$ cat config.mk
export PLATFORM = sky130hd
export DESIGN_NAME = cubic_spline_coef_stream
export DESIGN_NICKNAME = d
export VERILOG_FILES = /design/src/rtl/csc_pkg.sv /design/src/rtl/csc_div.sv /design/src/rtl/csc_cordic.sv /design/src/rtl/cubic_spline_coef_stream.sv
export VERILOG_INCLUDE_DIRS = /design/src /design/src/rtl
export SDC_FILE = /design/constraint.sdc
export NUM_CORES = 2
export LEC_CHECK = 0
export BUFFER_PORTS_ARGS = -buffer_cell sky130_fd_sc_hd__buf_2
export CAP_MARGIN = 5
export CORE_MARGIN = 2
export CORE_UTILIZATION = 50
export CTS_CLUSTER_SIZE = 28
export DETAILED_ROUTE_END_ITERATION = 7
export GPL_TIMING_DRIVEN = 0
export PLACE_DENSITY_LB_ADDON = 0.1
export SLEW_MARGIN = 0
export SYNTH_ARGS = -nofsm -noshare
export SYNTH_HDL_FRONTEND = slang
export SYNTH_SLANG_ARGS = --single-unit
$ cat constraint.sdc
create_clock -name clk -period 11.75 [get_ports clk]
set_input_delay 1.7625 -clock clk [delete_from_list [all_inputs] [get_ports clk]]
set_output_delay 1.7625 -clock clk [all_outputs]
set_load 0.03 [all_outputs]
$ cat src/rtl/cubic_spline_coef_stream_defines.svh
// Assertion macros for the cubic spline coefficient stream
`ifndef CUBIC_SPLINE_COEF_STREAM_DEFINES_SVH
`define CUBIC_SPLINE_COEF_STREAM_DEFINES_SVH
`ifndef SYNTH
`define CSC_ASSERT_IMP(lbl, a, b) \
  lbl: assert property (@(posedge clk) disable iff (!rst_n) (a) |-> (b)) \
    else $error("csc assertion failed");
`define CSC_ASSERT_NXT(lbl, a, b) \
  lbl: assert property (@(posedge clk) disable iff (!rst_n) (a) |=> (b)) \
    else $error("csc assertion failed");
`else
`define CSC_ASSERT_IMP(lbl, a, b)
`define CSC_ASSERT_NXT(lbl, a, b)
`endif
`endif

$ cat src/rtl/csc_pkg.sv
// Types, constants and functions shared by the spline coefficient stream
`timescale 1ns / 1ps
package csc_pkg;
  localparam int DATA_WIDTH   = 32;
  localparam int FRAC_BITS    = 16;
  localparam int CORDIC_STEPS = 24;
  localparam int ANG_BITS     = 30;
  localparam int NORM_BITS    = 40;

  localparam int DIFF_W = DATA_WIDTH + 1;              // knot differences
  localparam int CX_W   = NORM_BITS + 4;               // cordic x/y, gain headroom
  localparam int Z_W    = ANG_BITS + 4;                // cordic angle
  localparam int K_W    = $clog2(CORDIC_STEPS);
  localparam int CF_W   = DATA_WIDTH + FRAC_BITS + 8;  // q, nn, mm
  localparam int NUM_W  = CF_W + 2 * FRAC_BITS;        // divider dividend
  localparam int DEN_W  = CX_W;                        // widest divisor: rotated x
  localparam int REM_W  = DEN_W + 1;
  localparam int DCNT_W = $clog2(NUM_W);

  localparam int IN_TDATA_W  = 2 * DATA_WIDTH;
  localparam int OUT_TDATA_W = 5 * DATA_WIDTH;

  localparam logic signed [DATA_WIDTH-1:0] MAX_V = {1'b0, {(DATA_WIDTH-1){1'b1}}};
  localparam logic signed [DATA_WIDTH-1:0] MIN_V = {1'b1, {(DATA_WIDTH-1){1'b0}}};

  localparam logic [1:0] ST_OK     = 2'd0;
  localparam logic [1:0] ST_ZERO_H = 2'd1;
  localparam logic [1:0] ST_SAT    = 2'd2;

  typedef enum logic {CM_VEC, CM_ROT} cmode_t;

  typedef enum logic [1:0] {CS_IDLE, CS_NORM, CS_ITER} cstate_t;

  typedef enum logic [4:0] {
    S_IDLE, S_CHK, S_VA_W, S_VB_W, S_ROT_W, S_TD_W, S_SEG, S_Q_W, S_NM,
    S_C3A, S_C3A_W, S_C3B_W, S_C2_W, S_EMIT
  } seq_state_t;

  // atan(2^-k), 2^ANG_BITS = 1 rad
  function automatic logic signed [Z_W-1:0] atan_step(input logic [K_W-1:0] k);
    logic signed [Z_W-1:0] v;
    v = '0;
    unique case (k)
      K_W'(0): v = Z_W'(843314857);
      K_W'(1): v = Z_W'(497837829);
      K_W'(2): v = Z_W'(263043837);
      K_W'(3): v = Z_W'(133525159);
      K_W'(4): v = Z_W'(67021687);
      K_W'(5): v = Z_W'(33543516);
      K_W'(6): v = Z_W'(16775851);
      K_W'(7): v = Z_W'(8388437);
      K_W'(8): v = Z_W'(4194283);
      K_W'(9): v = Z_W'(2097149);
      default: begin
        if (int'(k) <= ANG_BITS) v = Z_W'(1) << (ANG_BITS - int'(k));
      end
    endcase
    return v;
  endfunction
endpackage

$ cat src/rtl/csc_div.sv
// Shared restoring divider, one quotient bit per cycle
`timescale 1ns / 1ps
module csc_div import csc_pkg::*; (
  input  logic             clk,
  input  logic             rst_n,
  input  logic             start,
  input  logic [NUM_W-1:0] num,
  input  logic [DEN_W-1:0] den,
  output logic             done,
  output logic [NUM_W-1:0] quot
);
  logic [NUM_W-1:0]  q_r, q_nxt;
  logic [REM_W-1:0]  rem_r, rem_nxt;
  logic [DEN_W-1:0]  den_r, den_nxt;
  logic [DCNT_W-1:0] cnt_r, cnt_nxt;
  logic              busy_r, busy_nxt;
  logic              done_r, done_nxt;
  logic [REM_W-1:0]  sh;
  logic [REM_W:0]    diff;

  always_comb begin
    q_nxt    = q_r;
    rem_nxt  = rem_r;
    den_nxt  = den_r;
    cnt_nxt  = cnt_r;
    busy_nxt = busy_r;
    done_nxt = 1'b0;
    sh   = {rem_r[REM_W-2:0], q_r[NUM_W-1]};
    diff = {1'b0, sh} - {2'b00, den_r};
    if (busy_r) begin
      if (!diff[REM_W]) begin
        rem_nxt = diff[REM_W-1:0];
        q_nxt   = {q_r[NUM_W-2:0], 1'b1};
      end else begin
        rem_nxt = sh;
        q_nxt   = {q_r[NUM_W-2:0], 1'b0};
      end
      if (cnt_r == DCNT_W'(NUM_W - 1)) begin
        busy_nxt = 1'b0;
        done_nxt = 1'b1;
      end else begin
        cnt_nxt = cnt_r + 1'b1;
      end
    end else if (start) begin
      q_nxt    = num;
      rem_nxt  = '0;
      den_nxt  = den;
      cnt_nxt  = '0;
      busy_nxt = 1'b1;
    end
  end

  always_ff @(posedge clk) begin
    if (!rst_n) begin
      busy_r <= 1'b0;
      done_r <= 1'b0;
      cnt_r  <= '0;
    end else begin
      busy_r <= busy_nxt;
      done_r <= done_nxt;
      cnt_r  <= cnt_nxt;
    end
  end

  always_ff @(posedge clk) begin
    q_r   <= q_nxt;
    rem_r <= rem_nxt;
    den_r <= den_nxt;
  end

  assign done = done_r;
  assign quot = q_r;
endmodule

$ cat src/rtl/csc_cordic.sv
// Shared CORDIC unit: vectoring (with input normalization) and rotation
`timescale 1ns / 1ps
module csc_cordic import csc_pkg::*; (
  input  logic                  clk,
  input  logic                  rst_n,
  input  logic                  start,
  input  cmode_t                mode,
  input  logic [DIFF_W-1:0]     vec_x,
  input  logic [DIFF_W-1:0]     vec_y,
  input  logic signed [Z_W-1:0] angle,
  output logic                  done,
  output logic signed [CX_W-1:0] x_out,
  output logic signed [CX_W-1:0] y_out,
  output logic signed [Z_W-1:0] z_out
);
  localparam logic signed [CX_W-1:0] LIM = CX_W'(1) << NORM_BITS;

  cstate_t state_r, state_nxt;
  cmode_t  mode_r, mode_nxt;
  logic [K_W-1:0] k_r, k_nxt;
  logic done_r, done_nxt;
  logic signed [CX_W-1:0] x_r, x_nxt, y_r, y_nxt;
  logic signed [Z_W-1:0]  z_r, z_nxt;
  logic signed [CX_W-1:0] xs, ys;
  logic cw;

  always_comb begin
    state_nxt = state_r;
    mode_nxt  = mode_r;
    k_nxt     = k_r;
    done_nxt  = 1'b0;
    x_nxt     = x_r;
    y_nxt     = y_r;
    z_nxt     = z_r;
    xs = x_r >>> k_r;
    ys = y_r >>> k_r;
    // vectoring drives y to zero, rotation drives z to zero
    cw = (mode_r == CM_VEC) ? !y_r[CX_W-1] : z_r[Z_W-1];
    unique case (state_r)
      CS_IDLE: begin
        if (start) begin
          mode_nxt = mode;
          k_nxt    = '0;
          if (mode == CM_ROT) begin
            x_nxt     = LIM;
            y_nxt     = '0;
            z_nxt     = angle;
            state_nxt = CS_ITER;
          end else if (vec_x == '0 && vec_y == '0) begin
            x_nxt    = '0;
            y_nxt    = '0;
            z_nxt    = '0;
            done_nxt = 1'b1;
          end else begin
            x_nxt     = CX_W'(vec_x);
            y_nxt     = CX_W'(vec_y);
            z_nxt     = '0;
            state_nxt = CS_NORM;
          end
        end
      end
      CS_NORM: begin
        if (x_r < LIM && y_r < LIM) begin
          x_nxt = x_r <<< 1;
          y_nxt = y_r <<< 1;
        end else begin
          state_nxt = CS_ITER;
        end
      end
      CS_ITER: begin
        if (cw) begin
          x_nxt = x_r + ys;
          y_nxt = y_r - xs;
          z_nxt = z_r + atan_step(k_r);
        end else begin
          x_nxt = x_r - ys;
          y_nxt = y_r + xs;
          z_nxt = z_r - atan_step(k_r);
        end
        if (k_r == K_W'(CORDIC_STEPS - 1)) begin
          done_nxt  = 1'b1;
          state_nxt = CS_IDLE;
        end else begin
          k_nxt = k_r + 1'b1;
        end
      end
      default: state_nxt = CS_IDLE;
    endcase
  end

  always_ff @(posedge clk) begin
    if (!rst_n) begin
      state_r <= CS_IDLE;
      done_r  <= 1'b0;
      k_r     <= '0;
    end else begin
      state_r <= state_nxt;
      done_r  <= done_nxt;
      k_r     <= k_nxt;
    end
  end

  always_ff @(posedge clk) begin
    mode_r <= mode_nxt;
    x_r    <= x_nxt;
    y_r    <= y_nxt;
    z_r    <= z_nxt;
  end

  assign done  = done_r;
  assign x_out = x_r;
  assign y_out = y_r;
  assign z_out = z_r;
endmodule

$ cat src/rtl/cubic_spline_coef_stream.sv
// Top level: knot stream in, cubic segment coefficients out, with sequencer
//
// channel | dir | beat contents
// in_     | in  | tdata: knot_x, knot_y; tlast: last_knot
// out_    | out | tdata: out_x, out_y, slope, half_second, sixth_third;
//         |     | tuser: status; tlast: final_result
//
// One knot at a time; in_tready is high only while the sequencer is idle.
// A knot between two others takes two CORDIC vectoring passes (normalize
// shifts plus CORDIC_STEPS iterations) and one rotation pass (CORDIC_STEPS
// iterations), then up to five divider passes on the shared divider; far
// fewer passes at an extremum or zero width.
// The last knot adds a closing segment of up to four more divider passes.
// Reset (synchronous, rst_n low) empties the knot pipeline.
// A stalled result waits in the output register; the next knot is still taken.
`timescale 1ns / 1ps
`include "cubic_spline_coef_stream_defines.svh"
module cubic_spline_coef_stream import csc_pkg::*; (
  input  logic                   clk,
  input  logic                   rst_n,
  input  logic                   in_tvalid,
  output logic                   in_tready,
  input  logic [IN_TDATA_W-1:0]  in_tdata,   // knot_x, knot_y
  input  logic                   in_tlast,
  output logic                   out_tvalid,
  input  logic                   out_tready,
  output logic [OUT_TDATA_W-1:0] out_tdata,  // out_x, out_y, slope, half_second, sixth_third
  output logic [1:0]             out_tuser,  // status
  output logic                   out_tlast
);
  seq_state_t state_r, state_nxt;
  logic [1:0] ks_r, ks_nxt;
  logic signed [DATA_WIDTH-1:0] prev_x_r, prev_x_nxt, prev_y_r, prev_y_nxt;
  logic signed [DATA_WIDTH-1:0] prev_s_r, prev_s_nxt;
  logic signed [DATA_WIDTH-1:0] pend_x_r, pend_x_nxt, pend_y_r, pend_y_nxt;
  logic signed [DATA_WIDTH-1:0] nx_r, nx_nxt, ny_r, ny_nxt;
  logic nlast_r, nlast_nxt;
  logic signed [Z_W-1:0] ang_a_r, ang_a_nxt, th_r, th_nxt;
  logic signed [DATA_WIDTH-1:0] s_r, s_nxt, c2_r, c2_nxt, c3_r, c3_nxt;
  logic signed [DATA_WIDTH-1:0] res_x_r, res_x_nxt, res_y_r, res_y_nxt;
  logic [1:0] st_r, st_nxt;
  logic flag_r, flag_nxt, fin_r, fin_nxt, adv_r, adv_nxt, neg_r, neg_nxt;
  logic signed [DIFF_W-1:0] h_r, h_nxt;
  logic signed [CF_W-1:0] q_r, q_nxt, nn_r, nn_nxt, mm_r, mm_nxt;

  logic out_valid_r, out_valid_nxt;
  logic signed [DATA_WIDTH-1:0] ox_r, oy_r, os_r, oc2_r, oc3_r;
  logic [1:0] ost_r;
  logic ofin_r;
  logic out_load;

  logic div_start, div_done;
  logic [NUM_W-1:0] div_num, div_quot;
  logic [DEN_W-1:0] div_den;
  logic cor_start, cor_done;
  cmode_t cor_mode;
  logic [DIFF_W-1:0] cor_vx, cor_vy;
  logic signed [Z_W-1:0] cor_ang, cor_z;
  logic signed [CX_W-1:0] cor_x, cor_y;

  logic in_acc;
  logic signed [DATA_WIDTH-1:0] in_x, in_y;
  logic signed [DIFF_W-1:0] dxa, dya, dxb, dyb, hd, dyq;
  logic signed [Z_W-1:0] ang_b;
  logic ext;
  logic [DATA_WIDTH:0] sat_t;

  function automatic logic [DIFF_W-1:0] abs_d(input logic signed [DIFF_W-1:0] v);
    return v[DIFF_W-1] ? DIFF_W'(-v) : DIFF_W'(v);
  endfunction

  function automatic logic [CF_W-1:0] abs_c(input logic signed [CF_W-1:0] v);
    return v[CF_W-1] ? CF_W'(-v) : CF_W'(v);
  endfunction

  // {flag, value}: signed result from sign and magnitude, clamped
  function automatic logic [DATA_WIDTH:0] sat_mag(input logic neg,
                                                   input logic [NUM_W-1:0] m);
    logic [NUM_W-1:0] lim;
    logic [NUM_W-1:0] t;
    lim = NUM_W'(1) << (DATA_WIDTH - 1);
    t = NUM_W'(0) - m;
    if (neg) begin
      if (m > lim) return {1'b1, MIN_V};
      return {1'b0, t[DATA_WIDTH-1:0]};
    end
    if (m >= lim) return {1'b1, MAX_V};
    return {1'b0, m[DATA_WIDTH-1:0]};
  endfunction

  csc_div u_div (
    .clk   (clk),
    .rst_n (rst_n),
    .start (div_start),
    .num   (div_num),
    .den   (div_den),
    .done  (div_done),
    .quot  (div_quot)
  );

  csc_cordic u_cordic (
    .clk   (clk),
    .rst_n (rst_n),
    .start (cor_start),
    .mode  (cor_mode),
    .vec_x (cor_vx),
    .vec_y (cor_vy),
    .angle (cor_ang),
    .done  (cor_done),
    .x_out (cor_x),
    .y_out (cor_y),
    .z_out (cor_z)
  );

  assign in_tready = (state_r == S_IDLE);
  assign in_acc    = in_tvalid && in_tready;
  assign in_x      = in_tdata[DATA_WIDTH-1:0];
  assign in_y      = in_tdata[2*DATA_WIDTH-1:DATA_WIDTH];

  assign dxa = DIFF_W'(pend_x_r) - DIFF_W'(prev_x_r);
  assign dya = DIFF_W'(pend_y_r) - DIFF_W'(prev_y_r);
  assign dxb = DIFF_W'(nx_r) - DIFF_W'(pend_x_r);
  assign dyb = DIFF_W'(ny_r) - DIFF_W'(pend_y_r);
  assign hd  = DIFF_W'(prev_x_r) - DIFF_W'(pend_x_r);
  assign dyq = DIFF_W'(prev_y_r) - DIFF_W'(pend_y_r);
  assign ext = (pend_y_r >= prev_y_r && pend_y_r >= ny_r) ||
               (pend_y_r <= prev_y_r && pend_y_r <= ny_r);
  assign ang_b = neg_r ? -cor_z : cor_z;

  always_comb begin
    state_nxt  = state_r;
    ks_nxt     = ks_r;
    prev_x_nxt = prev_x_r;
    prev_y_nxt = prev_y_r;
    prev_s_nxt = prev_s_r;
    pend_x_nxt = pend_x_r;
    pend_y_nxt = pend_y_r;
    nx_nxt     = nx_r;
    ny_nxt     = ny_r;
    nlast_nxt  = nlast_r;
    ang_a_nxt  = ang_a_r;
    th_nxt     = th_r;
    s_nxt      = s_r;
    c2_nxt     = c2_r;
    c3_nxt     = c3_r;
    res_x_nxt  = res_x_r;
    res_y_nxt  = res_y_r;
    st_nxt     = st_r;
    flag_nxt   = flag_r;
    fin_nxt    = fin_r;
    adv_nxt    = adv_r;
    neg_nxt    = neg_r;
    h_nxt      = h_r;
    q_nxt      = q_r;
    nn_nxt     = nn_r;
    mm_nxt     = mm_r;
    div_start  = 1'b0;
    div_num    = '0;
    div_den    = '0;
    cor_start  = 1'b0;
    cor_mode   = CM_VEC;
    cor_vx     = '0;
    cor_vy     = '0;
    cor_ang    = '0;
    out_load   = 1'b0;
    sat_t      = '0;

    unique case (state_r)
      S_IDLE: begin
        if (in_acc) begin
          nx_nxt    = in_x;
          ny_nxt    = in_y;
          nlast_nxt = in_tlast;
          if (ks_r == 2'd1) begin
            // second knot: the first one goes out with zero coefficients
            res_x_nxt = pend_x_r;
            res_y_nxt = pend_y_r;
            s_nxt     = '0;
            c2_nxt    = '0;
            c3_nxt    = '0;
            st_nxt    = ST_OK;
            fin_nxt   = 1'b0;
            adv_nxt   = 1'b1;
            state_nxt = S_EMIT;
          end else if (ks_r == 2'd2) begin
            state_nxt = S_CHK;
          end else if (in_tlast) begin
            // single-knot set
            res_x_nxt = in_x;
            res_y_nxt = in_y;
            s_nxt     = '0;
            c2_nxt    = '0;
            c3_nxt    = '0;
            st_nxt    = ST_OK;
            fin_nxt   = 1'b1;
            adv_nxt   = 1'b0;
            ks_nxt    = 2'd0;
            state_nxt = S_EMIT;
          end else begin
            pend_x_nxt = in_x;
            pend_y_nxt = in_y;
            ks_nxt     = 2'd1;
          end
        end
      end
      S_CHK: begin
        fin_nxt = 1'b0;
        adv_nxt = 1'b1;
        if (ext) begin
          s_nxt     = '0;
          flag_nxt  = 1'b0;
          state_nxt = S_SEG;
        end else begin
          cor_start = 1'b1;
          cor_mode  = CM_VEC;
          cor_vx    = abs_d(dxa);
          cor_vy    = abs_d(dya);
          neg_nxt   = dxa[DIFF_W-1] ^ dya[DIFF_W-1];
          state_nxt = S_VA_W;
        end
      end
      S_VA_W: begin
        if (cor_done) begin
          ang_a_nxt = ang_b;
          cor_start = 1'b1;
          cor_mode  = CM_VEC;
          cor_vx    = abs_d(dxb);
          cor_vy    = abs_d(dyb);
          neg_nxt   = dxb[DIFF_W-1] ^ dyb[DIFF_W-1];
          state_nxt = S_VB_W;
        end
      end
      S_VB_W: begin
        if (cor_done) begin
          th_nxt    = (ang_a_r + ang_b) >>> 1;
          cor_start = 1'b1;
          cor_mode  = CM_ROT;
          cor_ang   = (ang_a_r + ang_b) >>> 1;
          state_nxt = S_ROT_W;
        end
      end
      S_ROT_W: begin
        if (cor_done) begin
          if (cor_x[CX_W-1] || cor_x == '0) begin
            s_nxt     = th_r[Z_W-1] ? MIN_V : MAX_V;
            flag_nxt  = 1'b1;
            state_nxt = S_SEG;
          end else begin
            div_start = 1'b1;
            div_num   = NUM_W'(cor_y[CX_W-1] ? CX_W'(-cor_y) : CX_W'(cor_y)) << FRAC_BITS;
            div_den   = DEN_W'(cor_x);
            neg_nxt   = cor_y[CX_W-1];
            state_nxt = S_TD_W;
          end
        end
      end
      S_TD_W: begin
        if (div_done) begin
          sat_t     = sat_mag(neg_r, div_quot);
          s_nxt     = sat_t[DATA_WIDTH-1:0];
          flag_nxt  = sat_t[DATA_WIDTH];
          state_nxt = S_SEG;
        end
      end
      S_SEG: begin
        res_x_nxt = pend_x_r;
        res_y_nxt = pend_y_r;
        h_nxt     = hd;
        if (hd == '0) begin
          s_nxt     = '0;
          c2_nxt    = '0;
          c3_nxt    = '0;
          st_nxt    = ST_ZERO_H;
          state_nxt = S_EMIT;
        end else begin
          div_start = 1'b1;
          div_num   = NUM_W'(abs_d(dyq)) << FRAC_BITS;
          div_den   = DEN_W'(abs_d(hd));
          neg_nxt   = dyq[DIFF_W-1] ^ hd[DIFF_W-1];
          state_nxt = S_Q_W;
        end
      end
      S_Q_W: begin
        if (div_done) begin
          q_nxt = neg_r ? -$signed(div_quot[CF_W-1:0]) : $signed(div_quot[CF_W-1:0]);
          state_nxt = S_NM;
        end
      end
      S_NM: begin
        nn_nxt = CF_W'(prev_s_r) + CF_W'(s_r) - (q_r <<< 1);
        mm_nxt = (q_r <<< 1) + q_r - (CF_W'(s_r) <<< 1) - CF_W'(prev_s_r);
        state_nxt = S_C3A;
      end
      S_C3A: begin
        div_start = 1'b1;
        div_num   = NUM_W'(abs_c(nn_r)) << (2 * FRAC_BITS);
        div_den   = DEN_W'(abs_d(h_r));
        state_nxt = S_C3A_W;
      end
      S_C3A_W: begin
        // n/h^2 taken as (n/h)/h, exact under truncation
        if (div_done) begin
          div_start = 1'b1;
          div_num   = div_quot;
          div_den   = DEN_W'(abs_d(h_r));
          state_nxt = S_C3B_W;
        end
      end
      S_C3B_W: begin
        if (div_done) begin
          sat_t     = sat_mag(nn_r[CF_W-1], div_quot);
          c3_nxt    = sat_t[DATA_WIDTH-1:0];
          flag_nxt  = flag_r | sat_t[DATA_WIDTH];
          div_start = 1'b1;
          div_num   = NUM_W'(abs_c(mm_r)) << FRAC_BITS;
          div_den   = DEN_W'(abs_d(h_r));
          state_nxt = S_C2_W;
        end
      end
      S_C2_W: begin
        if (div_done) begin
          sat_t     = sat_mag(mm_r[CF_W-1] ^ h_r[DIFF_W-1], div_quot);
          c2_nxt    = sat_t[DATA_WIDTH-1:0];
          st_nxt    = (flag_r | sat_t[DATA_WIDTH]) ? ST_SAT : ST_OK;
          state_nxt = S_EMIT;
        end
      end
      S_EMIT: begin
        if (!out_valid_r || out_tready) begin
          out_load = 1'b1;
          if (adv_r) begin
            prev_x_nxt = pend_x_r;
            prev_y_nxt = pend_y_r;
            prev_s_nxt = (st_r == ST_ZERO_H) ? '0 : s_r;
            pend_x_nxt = nx_r;
            pend_y_nxt = ny_r;
            if (nlast_r) begin
              // closing segment for the last knot, slope zero
              s_nxt     = '0;
              flag_nxt  = 1'b0;
              fin_nxt   = 1'b1;
              adv_nxt   = 1'b0;
              state_nxt = S_SEG;
            end else begin
              ks_nxt    = 2'd2;
              state_nxt = S_IDLE;
            end
          end else begin
            ks_nxt    = 2'd0;
            state_nxt = S_IDLE;
          end
        end
      end
      default: state_nxt = S_IDLE;
    endcase
  end

  always_comb begin
    out_valid_nxt = out_valid_r;
    if (out_load) out_valid_nxt = 1'b1;
    else if (out_tready) out_valid_nxt = 1'b0;
  end

  always_ff @(posedge clk) begin
    if (!rst_n) begin
      state_r     <= S_IDLE;
      ks_r        <= 2'd0;
      out_valid_r <= 1'b0;
    end else begin
      state_r     <= state_nxt;
      ks_r        <= ks_nxt;
      out_valid_r <= out_valid_nxt;
    end
  end

  always_ff @(posedge clk) begin
    prev_x_r <= prev_x_nxt;
    prev_y_r <= prev_y_nxt;
    prev_s_r <= prev_s_nxt;
    pend_x_r <= pend_x_nxt;
    pend_y_r <= pend_y_nxt;
    nx_r     <= nx_nxt;
    ny_r     <= ny_nxt;
    nlast_r  <= nlast_nxt;
    ang_a_r  <= ang_a_nxt;
    th_r     <= th_nxt;
    s_r      <= s_nxt;
    c2_r     <= c2_nxt;
    c3_r     <= c3_nxt;
    res_x_r  <= res_x_nxt;
    res_y_r  <= res_y_nxt;
    st_r     <= st_nxt;
    flag_r   <= flag_nxt;
    fin_r    <= fin_nxt;
    adv_r    <= adv_nxt;
    neg_r    <= neg_nxt;
    h_r      <= h_nxt;
    q_r      <= q_nxt;
    nn_r     <= nn_nxt;
    mm_r     <= mm_nxt;
    if (out_load) begin
      ox_r   <= res_x_r;
      oy_r   <= res_y_r;
      os_r   <= s_r;
      oc2_r  <= c2_r;
      oc3_r  <= c3_r;
      ost_r  <= st_r;
      ofin_r <= fin_r;
    end
  end

  assign out_tvalid = out_valid_r;
  assign out_tdata  = {oc3_r, oc2_r, os_r, oy_r, ox_r};
  assign out_tuser  = ost_r;
  assign out_tlast  = ofin_r;

  `CSC_ASSERT_IMP(a_div_done_wait, div_done, (state_r == S_TD_W || state_r == S_Q_W || state_r == S_C3A_W || state_r == S_C3B_W || state_r == S_C2_W))
  `CSC_ASSERT_IMP(a_cor_done_wait, cor_done, (state_r == S_VA_W || state_r == S_VB_W || state_r == S_ROT_W))
  `CSC_ASSERT_IMP(a_load_slot_free, out_load, (!out_valid_r || out_tready))
  `CSC_ASSERT_NXT(a_inner_knot_check, (in_acc && ks_r == 2'd2), (state_r == S_CHK))
endmodule
==> key figures <==
Worst setup path
  • CP Launch Point: u_cordic.k_r[3]$_SDFFE_PN0P_
  • CP Depth: 31
  • Worst Path Buf+Inv: 9
  • Worst Setup End Kind: flop
  • Critical Path Sink: u_cordic.x_out[42]$_DFFE_PP_
  • Worst Reg-to-Reg Cells: 31
  • Max stage delay on crit path: 1.03 ns
  • Worst Path Required: 12.28 ns
  • Slowest cell on crit path: buf_1
  • Crit path max-delay family: buffers and inverters
  • RR Startpoint: u_cordic.k_r[3]$_SDFFE_PN0P_
  • Worst EP arrival: 11.76 ns
  • Startpoint Class: flop
  • R2R Setup Slk: 0.52 ns
  • Worst setup path class: reg2reg
  • CP Max Fanout: 10
  • Reg-to-reg endpoint: u_cordic.x_out[42]$_DFFE_PP_

Clock tree
  • Maximum clock path buffer count: 3
  • Register clock-pin slew on the reported worst setup and hold paths: 0.06 ns
  • CTS resizes: 2
  • CTS sink count: 1113
  • Hold_buf cts: 0
  • CTS tree: yes
  • Clock latency on the worst-skew pair: 0.83 ns
  • H-tree levels: 4
  • Post-CTS Setup Inserts: 0
  • CTS Buf Count: 132
  • Clock root buffer master: clkbuf_16

Timing
  • Slew HR: 2.33%
  • Final hold slack: 0.410 ns
  • Clk_skew: 0.0557 ns
  • Fmax: 89.0 MHz
  • Setup slack after layout: 0.518 ns
  • Fin. Hold Viols: 0
  • Unrepaired setup endpoints after global routing: no
  • Period utilization: 95.6%
  • Count of pins over their slew limit: 0
  • Measured slew at the worst slew-check pin: 1.46 ns
  • Final setup vio count: 0
  • Crit path time final: 11.23 ns

Placed design
  • Post-detail-place hpwl: 302000 um
  • GPL Wtd Cong: 1.14
  • Inst Count DP: 12900
  • Placed cell area: 0.0979 sq mm
  • Pre-CTS setup slack: -0.407 ns
  • Port bufs: 232

Power
  • Peak supply drop: 0.182 mV
  • Static leakage: 0.0392 uW
  • Pwr Density: 279 mW/mm^2

Floorplan
  • IO Count: 234
  • Initial Util: 50.1%
  • Die Ht: 435 um
  • Die width: 435 um
  • Core Area: 0.185 sq mm
  • FP Rows: 158
  • Die area: 0.189 sq mm

Global routing
  • Grt ovf: 0
  • First-pass GRT wire length: 541000 um
  • Vias in the first global route: 80700
  • Initial antenna violation count: 29
  • Pin count of the biggest net entering global routing: 71
  • GRT Util Overall: 38.9%

Drt
  • Post-DRT Antenna Nets: 0
  • Routed vias: 84600
  • DRT Wirelength: 377000 um
  • Iteration-0 DRC Markers: 9462
  • First-pass iteration count of the detailed router: 8
  • Wirelength per Cell: 28.8 um
  • DRC violations left: 0
  • Vias per cell: 6.46

Synth
  • Post-synthesis net count: 10800
  • Seq cells post-synth: 1113
  • Synthesized area per cell: 9.18 sq um
  • Post-synth ARST share: 0%
  • Prevailing post-synth register cell: edfxtp_1
  • Gate Count Post-Synth: 10100
  • Register area share after synthesis: 35.8%
  • Synth unique cells: 112
  • Synth warn: 0
  • Post-synth EDFFs: 1089
  • Mapped Area: 0.0927 sq mm

Layout
  • Share of cells above drive strength 1: 7.36%
  • Final Instance Area: 0.102 sq mm
  • Layout Cells excl Fill: 13100
  • Fillers: 16800
  • Final net count: 11300
  • P&R area growth vs syn: 10.2%

Flow run
  • Max-cap violations: 0

Worst hold path
  • Hold WC Path Type: reg2reg

Run status
  • Outcome: complete, no violations
## synthesized netlist by cell type (all sizes together), types with 131 or more instances
master	instances	share of area, %
o21ai	738	4.0
nand2	1067	4.3
inv	570	2.3
o31ai	131	1.1
nand3	192	1.0
xor2	394	3.7
nor2	672	2.7
ha	528	7.1
nor3	240	1.3
a21oi	759	4.1
xnor2	553	5.2
clkbuf	422	1.7
fa	150	3.2
a21o	255	2.1
edfxtp	1089	35
## cells in the final DEF (no fill, tap or decap), types with 112 or more instances in the layout
cell type | Yosys | final
nor2_1 | 671 | 668
nor3_1 | 235 | 233
clkbuf_16 | 0 | 135
mux2i_1 | 112 | 112
buf_2 | 30 | 264
o21ai_0 | 731 | 729
edfxtp_1 | 1089 | 1089
a31oi_1 | 118 | 117
ha_1 | 528 | 528
inv_1 | 569 | 564
o31ai_1 | 131 | 131
and2_1 | 125 | 125
xor2_1 | 394 | 393
a21o_1 | 255 | 254
fa_1 | 150 | 150
clkbuf_1 | 421 | 442
nand3_1 | 191 | 191
a21oi_1 | 757 | 755
nand2_1 | 1065 | 1065
xnor2_1 | 553 | 553
## flip-flops by register name, summed over array words and instances (netlist names), 33 cells and up
signal	cells
ang_a_r	34
h_r	33
mm_r	56
nn_r	56
q_r	56
u_cordic.x_out	44
u_cordic.y_out	44
u_cordic.z_out	34
u_div.den_r	44
u_div.quot	88
u_div.rem_r	44
## per-layer routing
| layer | track usage, % | share of wire (%) | vias up |
|---|---|---|---|
| met3 | 8.80 | 8.7 | 1060 |
| met1 | 47.5 | 39 | 41200 |
| met2 | 61.9 | 45 | 4332 |
| li1 | - | - | 38000 |
| met5 | 0.0256 | 0.034 | - |
| met4 | 25.6 | 7.6 | 20 |
## metrics by stage
step	setup TNS (ns)	total power, uW	util, %
floorplan	0	18000	-
global placement	-869.10	23500	52.5
detailed placement	-1.56	23700	52.9
CTS	0	28000	55.2
global route	0	29900	55.3
finish	0	28500	55.3
## worst reg2reg max path, delay by kind of cell, from the launching register on
family | cells | cell delay [ns]
buffers and inverters | 9 | 4.61
AO/OA/AOI/OAI | 13 | 3.39
AND/OR/NAND/NOR | 6 | 1.73
XOR/XNOR | 2 | 0.55
adder cells (fa/ha/maj) | 1 | 0.35
flip-flops | 1 | 0.30
## report_power, final
part | internal [uW] | total (uW) | switching, uW
Sequential | 5940 | 6880 | 942
Clock | 2330 | 4140 | 1810
Combinational | 6070 | 17500 | 11400
Total | 14300 | 28500 | 14200
## cell families (layout without fill, tap and decap cells)
kind of cell | count (synthesis) | in the layout | synth area share (%)
flip-flops | 1113 | 1113 | 35.8
buffers and inverters | 1084 | 1601 | 4.45
other | 1 | 15 | 0.00405
multiplexers | 252 | 252 | 4.15
XOR/XNOR | 947 | 947 | 8.95
AND/OR/NAND/NOR | 3043 | 3043 | 15.7
AO/OA/AOI/OAI | 2975 | 2975 | 20.5
adder cells (fa/ha/maj) | 679 | 679 | 10.4
## worst min path at each step
stage                          endpoint  depth (start not counted)  slack (ns)              startpoint
floorplan            oc2_r[0]$_DFFE_PP_                          0        0.40   c2_r[0]$_SDFFCE_PN0P_
global placement      ox_r[7]$_DFFE_PP_                          0        0.40    res_x_r[7]$_DFFE_PP_
detailed placement  oc2_r[22]$_DFFE_PP_                          0        0.40  c2_r[22]$_SDFFCE_PN0P_
CTS                 oc3_r[11]$_DFFE_PP_                          0        0.42  c3_r[11]$_SDFFCE_PN0P_
global route          ox_r[5]$_DFFE_PP_                          0        0.42    res_x_r[5]$_DFFE_PP_
finish              oc3_r[11]$_DFFE_PP_                          0        0.41  c3_r[11]$_SDFFCE_PN0P_
## final cells by class
| type | instances | area [sq um] | share of cell area (%) |
|---|---|---|---|
| clock inverter | 77 | 774 | 0.758 |
| tap | 2480 | 3100 | 3.04 |
| sequential | 1113 | 33200 | 32.5 |
| buffer | 509 | 1970 | 1.93 |
| clock buffer | 161 | 3480 | 3.40 |
| inverter | 574 | 2160 | 2.11 |
| antenna | 14 | 35.0 | 0.0343 |
| multi-input combinational | 7897 | 55500 | 54.3 |
| timing repair buffer | 280 | 1960 | 1.92 |
Note: power is estimated with default switching activity, not from simulation.
